## src/sv/ucb_pkg.sv

```systemverilog
// ============================================================================
// ucb_pkg: shared types and constants for the UCB child selector
// Word layouts, sequencer states and fixed-point constants.
// ============================================================================
`default_nettype none
package ucb_pkg;
	localparam int MaxChildren = 256;
	localparam int CntW = $clog2(MaxChildren);
	localparam logic [15:0] Ln2Q16 = 16'd45426;
	localparam logic [15:0] ExploreRst = 16'd256;

	typedef struct packed {
		logic        operation;
		logic signed [31:0] score;
		logic [23:0] visits;
		logic [23:0] parent_visits;
		logic        my_turn;
		logic        last;
	} in_word_t;

	typedef struct packed {
		logic [7:0]  chosen_index;
		logic signed [31:0] chosen_value;
		logic        chose_unvisited;
	} out_word_t;

	typedef enum logic [3:0] {
		ST_IDLE, ST_DIV_MEAN, ST_LOG_NORM, ST_LOG_SQ, ST_LOG_SQ2, ST_LN_MUL,
		ST_DIV_Q, ST_SQRT, ST_BIAS, ST_RATE, ST_OUT
	} state_t;

	// divider request from sequencer to divider
	typedef struct packed {
		logic        start;
		logic        neg;
		logic [47:0] num;
		logic [23:0] den;
	} div_req_t;
endpackage
`default_nettype wire

```

## src/sv/ucb_child_selector_core.sv

```systemverilog
// ============================================================================
// ucb_child_selector_core: UCB1 child selection over a stream of children
// Rates each child (mean +/- exploration bias, or mean) and keeps the best.
// ============================================================================
// channel | dir | handshake              | word
// in      | in  | in_valid / in_stall    | ucb_pkg::in_word_t
// out     | out | out_valid / out_stall  | ucb_pkg::out_word_t
// cfg     | in  | explore_weight_we      | 16-bit C, Q8.8
// Select mode with bias runs two divisions, 16 squaring steps of the shared
// 32x32 multiplier and a square-root loop. Best-move mode and select mode with
// parent visits below two skip the log squaring, square root and bias. An
// unvisited or skipped child goes straight to the output state.
// in_stall is high from acceptance until the word is finished and any result
// has left the output register. Reset clears the running best and C to 1.0.
`default_nettype none
module ucb_child_selector_core (
	input  wire logic                clk,
	input  wire logic                arst_n,
	input  wire logic                in_valid,
	output logic                     in_stall,
	input  wire ucb_pkg::in_word_t   in_word,
	output logic                     out_valid,
	input  wire logic                out_stall,
	output ucb_pkg::out_word_t       out_word,
	input  wire logic                explore_weight_we,
	input  wire logic [15:0]         explore_weight_wdata
);
	import ucb_pkg::*;

	state_t state_q, state_d;
	in_word_t item_q;
	logic [15:0] c_q;
	logic signed [31:0] best_value_q;
	logic [7:0] best_index_q;
	logic [CntW-1:0] child_count_q;
	logic have_best_q, unv_q;
	logic signed [33:0] mean_q;
	logic [31:0] x_q;      // mantissa Q2.30
	logic [4:0] k_q;       // log2 integer part
	logic [15:0] frac_q;
	logic [3:0] step_q;    // fraction bit counter
	logic [47:0] acc_q;    // exploration bias holding reg (from the multiplier)
	logic [63:0] prod_s1;  // shared multiplier output
	logic [47:0] rad_q, res_q, bit_q;
	logic signed [33:0] rating;
	logic signed [31:0] rating_sat;
	logic take;
	div_req_t dreq;
	logic dbusy;
	logic [47:0] dquot;
	logic [31:0] mul_a, mul_b;
	logic [47:0] rb;
	logic [4:0] pv_msb;

	ucb_div u_div (.clk(clk), .arst_n(arst_n), .req(dreq), .busy(dbusy), .quot(dquot));

	assign in_stall = (state_q != ST_IDLE) || out_valid;

	// shared multiplier operand select
	always_comb begin
		mul_a = x_q;
		mul_b = x_q;
		if (state_q == ST_LN_MUL) begin
			mul_a = {11'd0, k_q, frac_q};
			mul_b = {16'd0, Ln2Q16};
		end else if (state_q == ST_BIAS) begin
			mul_a = res_q[31:0];
			mul_b = {16'd0, c_q};
		end
	end

	// divider requests
	always_comb begin
		dreq = '0;
		if (state_q == ST_IDLE && in_valid && !in_stall && in_word.visits != 24'd0
			&& !unv_q) begin
			dreq.start = 1'b1;
			dreq.neg = in_word.score[31];
			dreq.num = {16'd0, in_word.score[31] ? 32'd0 - in_word.score : in_word.score};
			dreq.den = in_word.visits;
		end else if (state_q == ST_LN_MUL && step_q == 4'd1) begin
			dreq.start = 1'b1;
			dreq.num = {16'd0, prod_s1[47:16]};
			dreq.den = item_q.visits;
		end
	end

	// top set bit of parent visits (integer part of log2)
	always_comb begin
		pv_msb = '0;
		for (int i = 1; i < 24; i++)
			if (item_q.parent_visits[i]) pv_msb = 5'(i);
	end

	// rating and compare
	always_comb begin
		rating = mean_q;
		if (item_q.operation == 1'b0) begin
			rating = item_q.my_turn ? mean_q + $signed({1'b0, acc_q[32:0]})
				: mean_q - $signed({1'b0, acc_q[32:0]});
		end
		if (rating > 34'sd2147483647) rating_sat = 32'sh7FFFFFFF;
		else if (rating < -34'sd2147483648) rating_sat = 32'sh80000000;
		else rating_sat = rating[31:0];
		if (!have_best_q) take = 1'b1;
		else if (item_q.operation == 1'b0 && !item_q.my_turn)
			take = rating_sat < best_value_q;
		else take = rating_sat > best_value_q;
	end

	assign rb = res_q | bit_q;

	// next state
	always_comb begin
		state_d = state_q;
		unique case (state_q)
			ST_IDLE: if (in_valid && !in_stall) begin
				if (unv_q || (in_word.visits == 24'd0)) state_d = ST_OUT;
				else state_d = ST_DIV_MEAN;
			end
			ST_DIV_MEAN: if (!dbusy) state_d = (item_q.operation == 1'b0) ? ST_LOG_NORM
				: ST_RATE;
			ST_LOG_NORM: state_d = (item_q.parent_visits < 24'd2) ? ST_RATE : ST_LOG_SQ;
			ST_LOG_SQ: state_d = ST_LOG_SQ2;
			ST_LOG_SQ2: state_d = (step_q == 4'd0) ? ST_LN_MUL : ST_LOG_SQ;
			ST_LN_MUL: if (step_q == 4'd1) state_d = ST_DIV_Q;
			ST_DIV_Q: if (!dbusy) state_d = ST_SQRT;
			ST_SQRT: if (bit_q == 48'd0) state_d = ST_BIAS;
			ST_BIAS: if (step_q == 4'd1) state_d = ST_RATE;
			ST_RATE: state_d = ST_OUT;
			ST_OUT: state_d = ST_IDLE;
			default: state_d = ST_IDLE;
		endcase
	end

	always_ff @(posedge clk or negedge arst_n) begin
		if (!arst_n) state_q <= ST_IDLE;
		else state_q <= state_d;
	end

	always_ff @(posedge clk) prod_s1 <= mul_a * mul_b;

	// datapath registers
	always_ff @(posedge clk) begin
		unique case (state_q)
			ST_IDLE: begin
				item_q <= in_word;
				step_q <= '0;
			end
			ST_DIV_MEAN: if (!dbusy) begin
				mean_q <= $signed({dquot[47], dquot[47], dquot[31:0]});
				acc_q <= '0;
			end
			ST_LOG_NORM: begin
				k_q <= pv_msb;
				frac_q <= '0;
				step_q <= 4'd15;
				x_q <= 32'({8'd0, item_q.parent_visits} << (5'd30 - pv_msb));
			end
			ST_LOG_SQ: ;
			ST_LOG_SQ2: begin
				if (prod_s1[63:30] >= 34'h80000000) begin
					x_q <= prod_s1[62:31];
					frac_q[step_q] <= 1'b1;
				end else x_q <= prod_s1[61:30];
				if (step_q != 4'd0) step_q <= step_q - 4'd1;
				else step_q <= 4'd2;
			end
			ST_LN_MUL: step_q <= step_q - 4'd1;
			ST_DIV_Q: if (!dbusy) begin
				rad_q <= {dquot[31:0], 16'd0};
				res_q <= '0;
				bit_q <= 48'h4000_0000_0000;
			end
			ST_SQRT: begin
				// exit cycle (bit exhausted) leaves the root untouched
				if (bit_q != 48'd0) begin
					if (bit_q > rad_q && res_q == 48'd0) bit_q <= bit_q >> 2;
					else begin
						if (rad_q >= rb) begin
							rad_q <= rad_q - rb;
							res_q <= (res_q >> 1) + bit_q;
						end else res_q <= res_q >> 1;
						bit_q <= bit_q >> 2;
					end
				end
				step_q <= 4'd2;
			end
			ST_BIAS: begin
				step_q <= step_q - 4'd1;
				acc_q <= {7'd0, prod_s1[47:7]};
			end
			ST_RATE: ;
			ST_OUT: ;
			default: ;
		endcase
	end

	// running best, result and configuration
	always_ff @(posedge clk or negedge arst_n) begin
		if (!arst_n) begin
			c_q <= ExploreRst;
			best_value_q <= '0;
			best_index_q <= '0;
			child_count_q <= '0;
			have_best_q <= 1'b0;
			unv_q <= 1'b0;
			out_valid <= 1'b0;
			out_word <= '0;
		end else begin
			if (explore_weight_we) c_q <= explore_weight_wdata;
			if (out_valid && !out_stall) out_valid <= 1'b0;
			if (state_q == ST_IDLE && in_valid && !in_stall && !unv_q
				&& in_word.visits == 24'd0 && in_word.operation == 1'b0) begin
				unv_q <= 1'b1;
				have_best_q <= 1'b1;
				best_index_q <= 8'(child_count_q);
				best_value_q <= in_word.my_turn ? 32'sh7FFFFFFF : 32'sh80000000;
			end
			if (state_q == ST_RATE && take) begin
				have_best_q <= 1'b1;
				best_index_q <= 8'(child_count_q);
				best_value_q <= rating_sat;
			end
			if (state_q == ST_OUT) begin
				if (item_q.last) begin
					out_valid <= 1'b1;
					out_word.chosen_index <= have_best_q ? best_index_q : 8'd0;
					out_word.chosen_value <= have_best_q ? best_value_q : 32'sd0;
					out_word.chose_unvisited <= unv_q;
					best_value_q <= '0;
					best_index_q <= '0;
					child_count_q <= '0;
					have_best_q <= 1'b0;
					unv_q <= 1'b0;
				end else begin
					child_count_q <= child_count_q + 1'b1;
				end
			end
		end
	end
endmodule
`default_nettype wire

```

## src/sv/ucb_div.sv

```systemverilog
// ============================================================================
// ucb_div: restoring divider, one quotient bit per cycle
// Unsigned 48 / 24 bit division with optional sign on the quotient.
// ============================================================================
`default_nettype none
module ucb_div (
	input  wire logic             clk,
	input  wire logic             arst_n,
	input  wire ucb_pkg::div_req_t req,
	output logic                  busy,
	output logic [47:0]           quot
);
	import ucb_pkg::*;
	logic [47:0] num_q;
	logic [24:0] rem_q;
	logic [23:0] den_q;
	logic [5:0]  cnt_q;
	logic        neg_q;
	logic        run_q;
	logic [24:0] trial;
	logic [24:0] shifted;

	assign shifted = {rem_q[23:0], num_q[47]};
	assign trial = shifted - {1'b0, den_q};
	assign busy = run_q;
	assign quot = neg_q ? (48'd0 - num_q) : num_q;

	// one bit per cycle; quotient bits shift into num_q
	always_ff @(posedge clk or negedge arst_n) begin
		if (!arst_n) begin
			run_q <= 1'b0;
			cnt_q <= '0;
		end else if (req.start) begin
			run_q <= 1'b1;
			cnt_q <= 6'd47;
		end else if (run_q) begin
			if (cnt_q == 6'd0) run_q <= 1'b0;
			cnt_q <= cnt_q - 6'd1;
		end
	end

	always_ff @(posedge clk) begin
		if (req.start) begin
			num_q <= req.num;
			den_q <= req.den;
			neg_q <= req.neg;
			rem_q <= '0;
		end else if (run_q) begin
			if (!trial[24]) begin
				rem_q <= trial;
				num_q <= {num_q[46:0], 1'b1};
			end else begin
				rem_q <= shifted;
				num_q <= {num_q[46:0], 1'b0};
			end
		end
	end
endmodule
`default_nettype wire

```

## config.mk

```make
export PLATFORM = sky130hd
export DESIGN_NAME = ucb_child_selector_core
export DESIGN_NICKNAME = d
export VERILOG_FILES = /design/src/sv/ucb_pkg.sv /design/src/sv/ucb_child_selector_core.sv /design/src/sv/ucb_div.sv
export SDC_FILE = /design/constraint.sdc
export NUM_CORES = 2
export LEC_CHECK = 0
export ABC_AREA = 1
export BUFFER_PORTS_ARGS = -buffer_cell sky130_fd_sc_hd__buf_4
export CORE_AREA = 4 4 548 550
export CTS_BUF_LIST = sky130_fd_sc_hd__clkbuf_8
export DETAILED_ROUTE_END_ITERATION = 8
export DIE_AREA = 0 0 552 554
export GPL_TIMING_DRIVEN = 0
export PLACE_DENSITY_LB_ADDON = 0.05
export RECOVER_POWER = 25
export SETUP_SLACK_MARGIN = 0.2
export SYNTH_ARGS = -nofsm -noshare
export SYNTH_HDL_FRONTEND = slang
export SYNTH_HIERARCHICAL = 1
export SYNTH_SLANG_ARGS = --single-unit
```

## constraint.sdc

```tcl
create_clock -name clk -period 7.4 [get_ports clk]
set_clock_uncertainty 0.1 [all_clocks]
set_input_delay 1.11 -clock clk [delete_from_list [all_inputs] [get_ports clk]]
set_output_delay 1.11 -clock clk [all_outputs]
set_load 0.005 [all_outputs]
```

## Word level (Yosys, flattened, before mapping)

Index checks and enable logic that the tools add are counted.

- Bits in latches: 0
- Bits of input ports: 104
- Memories kept: 0
- ROM bits: 0
- Word-level logic and storage cells: 228
- RAM bits: 0
- Output and inout port bits: 43
- Flip-flop bits (word level): 598

- $add $sub $neg: 11
- Equality and inequality tests: 21
- $lt $le $gt $ge: 10
- Multipliers: 1
- Reductions and logical operators: 44
- Bitwise gates (word level): 5
- Shift operators: 1
- Divide/modulo/power cells: 0
- Multiplexer cells: 103

Operators with widths:

| operator | number |
|---|---|
| $mux W48 | 13 |
| $mux W32 | 14 |
| $pmux W48 S2 | 3 |
| $mux W5 | 22 |
| $logic_not A48 Y1 | 2 |
| $mux W72 | 1 |
| $mux W34 | 2 |
| $pmux W33 S2 | 1 |
| $mul A32 B32 Y64 | 1 |
| $pmux W32 S2 | 1 |
| $mux W56 | 1 |
| $add A47 B48 Y48 | 1 |
| $ge A48 B48 Y1 | 1 |
| $gt A48 B48 Y1 | 1 |
| $mux W8 | 6 |
| $or A48 B48 Y48 | 1 |
| $reduce_bool A48 Y1 | 1 |
| $sub A1 B48 Y48 const A | 1 |
| $sub A48 B48 Y48 | 1 |
| $mux W4 | 10 |
| $pmux W4 S10 | 1 |
| $add A33 B34 Y34 | 1 |
| $ge A34 B32 Y1 const B | 1 |
| $gt A34 B32 Y1 const B | 1 |
| 46 further kinds | 108 |

## Logic depth before layout (Yosys ltp)

- Depth in word-level cells: 26
- Gate-level depth with buffers: 49
- Depth with buffers taken out: 47

## Modules after synthesis

Netlist, hierarchy kept.

By module, submodules not included:

| module | sequential area each (um^2) | instances | area an instance (um^2) | cells each |
|---|---|---|---|---|
| ucb_child_selector_core | 12,773.5 | 1 | 63,055.5 | 7,917 |
| ucb_div | 2,847.7 | 1 | 7,562.3 | 1,116 |

## Worst setup path after synthesis

OpenSTA, ideal clock, no wires.

- Path kind: register to register
- From: reg state_q[0]
- To: reg prod_s1[61]
- Slack: -0.745 ns
- Data arrival time: 7.973 ns
- Path buffers: 3
- Clock period less this slack: 8.145 ns
- Stages on the path, launching flop included: 41
- Required time: 7.228 ns
- Setup time: 0.072 ns
- Cells stage by stage: dfrtp_1 -> inv_1 -> nor2_1 -> inv_2 -> nor2_4 -> inv_1 -> clkbuf_1 -> buf_2 -> o22ai_1 -> a21oi_1 -> clkbuf_1 -> nand2_1 -> fa_1 -> inv_1 -> fa_1 -> inv_1 -> fa_1 -> fa_1 -> [5 not listed] -> fa_1 -> inv_1 -> fa_1 -> inv_1 -> ha_1 -> nand2_1 -> nor2_1 -> inv_1 -> nor2_1 -> inv_1 -> nor2_1 -> nand3_1 -> o2111ai_1 -> nand3_1 -> nand2_1 -> nand4_1 -> nand2_1 -> xor2_1

- Longest elaborated chain between the ends: 4
- Elaborated cells between the ends (all ways): 7
- Classes of those cells: mul (1); eq/ne (2); mux (4)

RTL lines:

| element | line | RTL |
|---|---|---|
| start, declared | ucb_child_selector_core.sv:30 | `state_t state_q, state_d;` |
| start signal, assigned | ucb_child_selector_core.sv:138 | `else state_q <= state_d;` |
| $eq A4 B4 Y1 | ucb_child_selector_core.sv:66 | `end else if (state_q == ST_BIAS) begin` |
| $mux W32 | ucb_child_selector_core.sv:66 |  |
| $mux W32 | ucb_child_selector_core.sv:63 | `if (state_q == ST_LN_MUL) begin` |
| $mul A32 B32 Y64 * | ucb_child_selector_core.sv:141 | `always_ff @(posedge clk) prod_s1 <= mul_a * mul_b;` |
| end signal, assigned | ucb_child_selector_core.sv:141 |  |
| end, declared | ucb_child_selector_core.sv:43 | `logic [63:0] prod_s1;` |

Mark *: on every way between the ends. The rest lies on a longest branch, timed or not.
A chain may end at the register's enable or synchronous reset.

## Final worst setup path

- From: reg state_q[0]
- To: reg prod_s1[27]

Same word-level chain as after synthesis.

==> flow_summary.ini <==
[placed_design]
gp_congestion = 0.892
portBuffers = 145
dpl.hpwl_mm = 280

[layout]
register_area_um2 = 15600
synthToLayoutAreaGrowth_pct = 26.0
fillers = 32000
drive_gt1_share_pct = 17.5
multi_input_area_um2 = 50100
fin_nets = 11100
final_core_utilization_pct = 29.9

[drt]
drc = 0
antenna_left = 0
wirelength_mm = 340
vias = 62300
drt-vias-per-instance = 4.56
drtPass1Iterations = 6
wl_per_cell_um = 24.9
drt_iter0_drc = 4196

[sta]
tightest_slew_ps = 3770
final-hold-violation-count = 0
final-setup-viol-count = 47
worst_slack_ps = -1090
rsz0062_at_grt = true
slew_headroom_pct = -151
max_freq_mhz = 118
min_period_ps = 8490
period_share_pct = 115
slew_violations = 206

[hold_path]
hp-class = in -> reg

[clocking]
clkSlewWorstSetupHoldPaths_ps = 60
clockBufferDepth = 3
cts_max_level = 3
cts_tree = built
cts-hold-fix-buffers = 0
insertion_delay_ps = 850
clock_tree.root_cell = clkbuf_8
cts_sinks = 567
cts_buffers = 114

[floorplan]
die_height_um = 554
die-width_um = 552
coreArea_um2 = 296000
initial_utilization_pct = 23.7
std_cell_rows = 200
die-area_um2 = 306000
io_pins = 147

[critical_path]
endpoint_kind = register
crit_arrival_ps = 9110
crit_path_max_fanout = 5
cp_slowest_stage_delay_ps = 630
worstPathRequired_ps = 8030
crit_path_start_kind = register
critPathKind = reg -> reg
cp_slowest_cell = fa_2

[synthesis]
syn_area_um2 = 70200
synth_cells = 8946
synth-warning-count = 6
synth_area_per_cell_um2 = 7.84

[global_route]
first_global_vias = 65200
grt_max_degree = 65
grt_util_all_layers_pct = 21.8
grt_pass1_wl_mm = 482
antenna_found_initial = 10
grt_overflow = 0

[outcome]
status = complete, but fails checks
violations = capacitance limit, slew limit, setup timing

[flow_run]
drv_cap = 5
[area by class of cell]
| type | count | share of cell area (%) |
|---|---|---|
| Timing Repair inverter | 1 | 0.00566 |
| Buffer | 304 | 3.33 |
| Sequential cell | 567 | 17.7 |
| Timing Repair Buffer | 529 | 5.46 |
| Clock buffer | 137 | 2.13 |
| Clock inverter | 76 | 0.717 |
| Multi-Input combinational cell | 6145 | 56.6 |
| Tap cell | 3939 | 5.57 |
| Antenna cell | 4 | 0.0113 |
| Inverter | 1944 | 8.50 |
[worst max-delay path, delay by kind of cell (launching register included)]
family                     cells  cell delay (ps)
and+or+nand+nor               10             1090
xor gates and xnor gates       1              200
buffers and inverters         15             1440
DFF                            1              440
adders and majority gates      9             4570
AOI/OAI and AO/OA              4              510
[worst paths after layout]
kind / from / to / slack, ps / cells after the start
setup reg to reg: state_q[0] / prod_s1[27] / -1090 / 39
max in group asynchronous: arst_n / state_q[0] / 500 / 2
setup / recovery: state_q[0] / prod_s1[27] / -1090 / 39
min in group asynchronous: arst_n / u_div/cnt_q[0] / 1440 / 1
hold / removal: in_word[5] / item_q[5] / 360 / 1
hold reg to reg: u_div/rem_q[2] / u_div/rem_q[2] / 370 / 2
[what timing repair did]
| action | in CTS | in global routing |
|---|---|---|
| gates cloned | 6 | 5 |
| buffers inserted | 253 | 105 |
| endpoints found under the setup margin | 98 | 95 |
| pin swaps | 258 | 203 |
| gates resized for setup | 963 | 361 |
[placed cells by master (no fill, tap or decap), types with 45 or more instances in the layout]
| master | instances |
|---|---|
| nor3_1 | 62 |
| nor2_1 | 673 |
| ha_1 | 412 |
| fa_1 | 843 |
| a21oi_4 | 55 |
| o21ai_0 | 381 |
| fa_2 | 55 |
| xnor2_1 | 71 |
| nand2_4 | 58 |
| clkbuf_1 | 128 |
| xor2_1 | 124 |
| nand3_1 | 319 |
| dfrtp_1 | 115 |
| nor2_4 | 45 |
| dfxtp_1 | 81 |
| nand4_1 | 64 |
| edfxtp_1 | 367 |
| nand2_2 | 91 |
| buf_12 | 51 |
| a21oi_1 | 302 |
| a31oi_1 | 56 |
| nand2_1 | 1908 |
| clkbuf_16 | 47 |
| clkbuf_4 | 53 |
| a21oi_2 | 50 |
| clkbuf_8 | 164 |
| buf_6 | 72 |
| inv_1 | 1802 |
| buf_4 | 367 |
| inv_2 | 139 |
| o21ai_1 | 50 |
[routing by layer]
| layer | wire length (um) | GRT usage (%) | vias up |
|---|---|---|---|
| li1 | - | - | 29000 |
| met1 | 146000 | 27.4 | 31500 |
| met2 | 168000 | 38.4 | 1321 |
| met3 | 12700 | 2.59 | 378 |
| met4 | 13800 | 7.66 | 4 |
| met5 | 26 | 0 | - |
[per-stage QoR]
step / hold WS (ps) / cells / TNS, ps / worst slack (ps) / instance area (um^2)
global placement: 367 / 13000 / -1003970 / -4780 / 77300
CTS: 73.4 / 13500 / -40590 / -1100 / 86400
detailed placement: 366 / 13100 / -178990 / -3120 / 77600
floorplan: 349 / 8961 / -84.5 / -39.2 / 71300
global route: 261 / 13600 / -77490 / -1270 / 88400
finish: 360 / 13600 / -41620 / -1090 / 88400
[state kept, by name, indices dropped and copies added (netlist names), 24 cells and up]
name / count
bit_q: 24
x_q: 32
acc_q: 33
res_q: 48
prod_s1: 57
u_div/rem_q: 24
rad_q: 48
out_word: 41
item_q: 51
best_value_q: 32
u_div/num_q: 48
mean_q: 33
u_div/den_q: 24
Power is not shown: default switching activity piles up to over one toggle a cycle in this logic, so the estimate is an artifact.
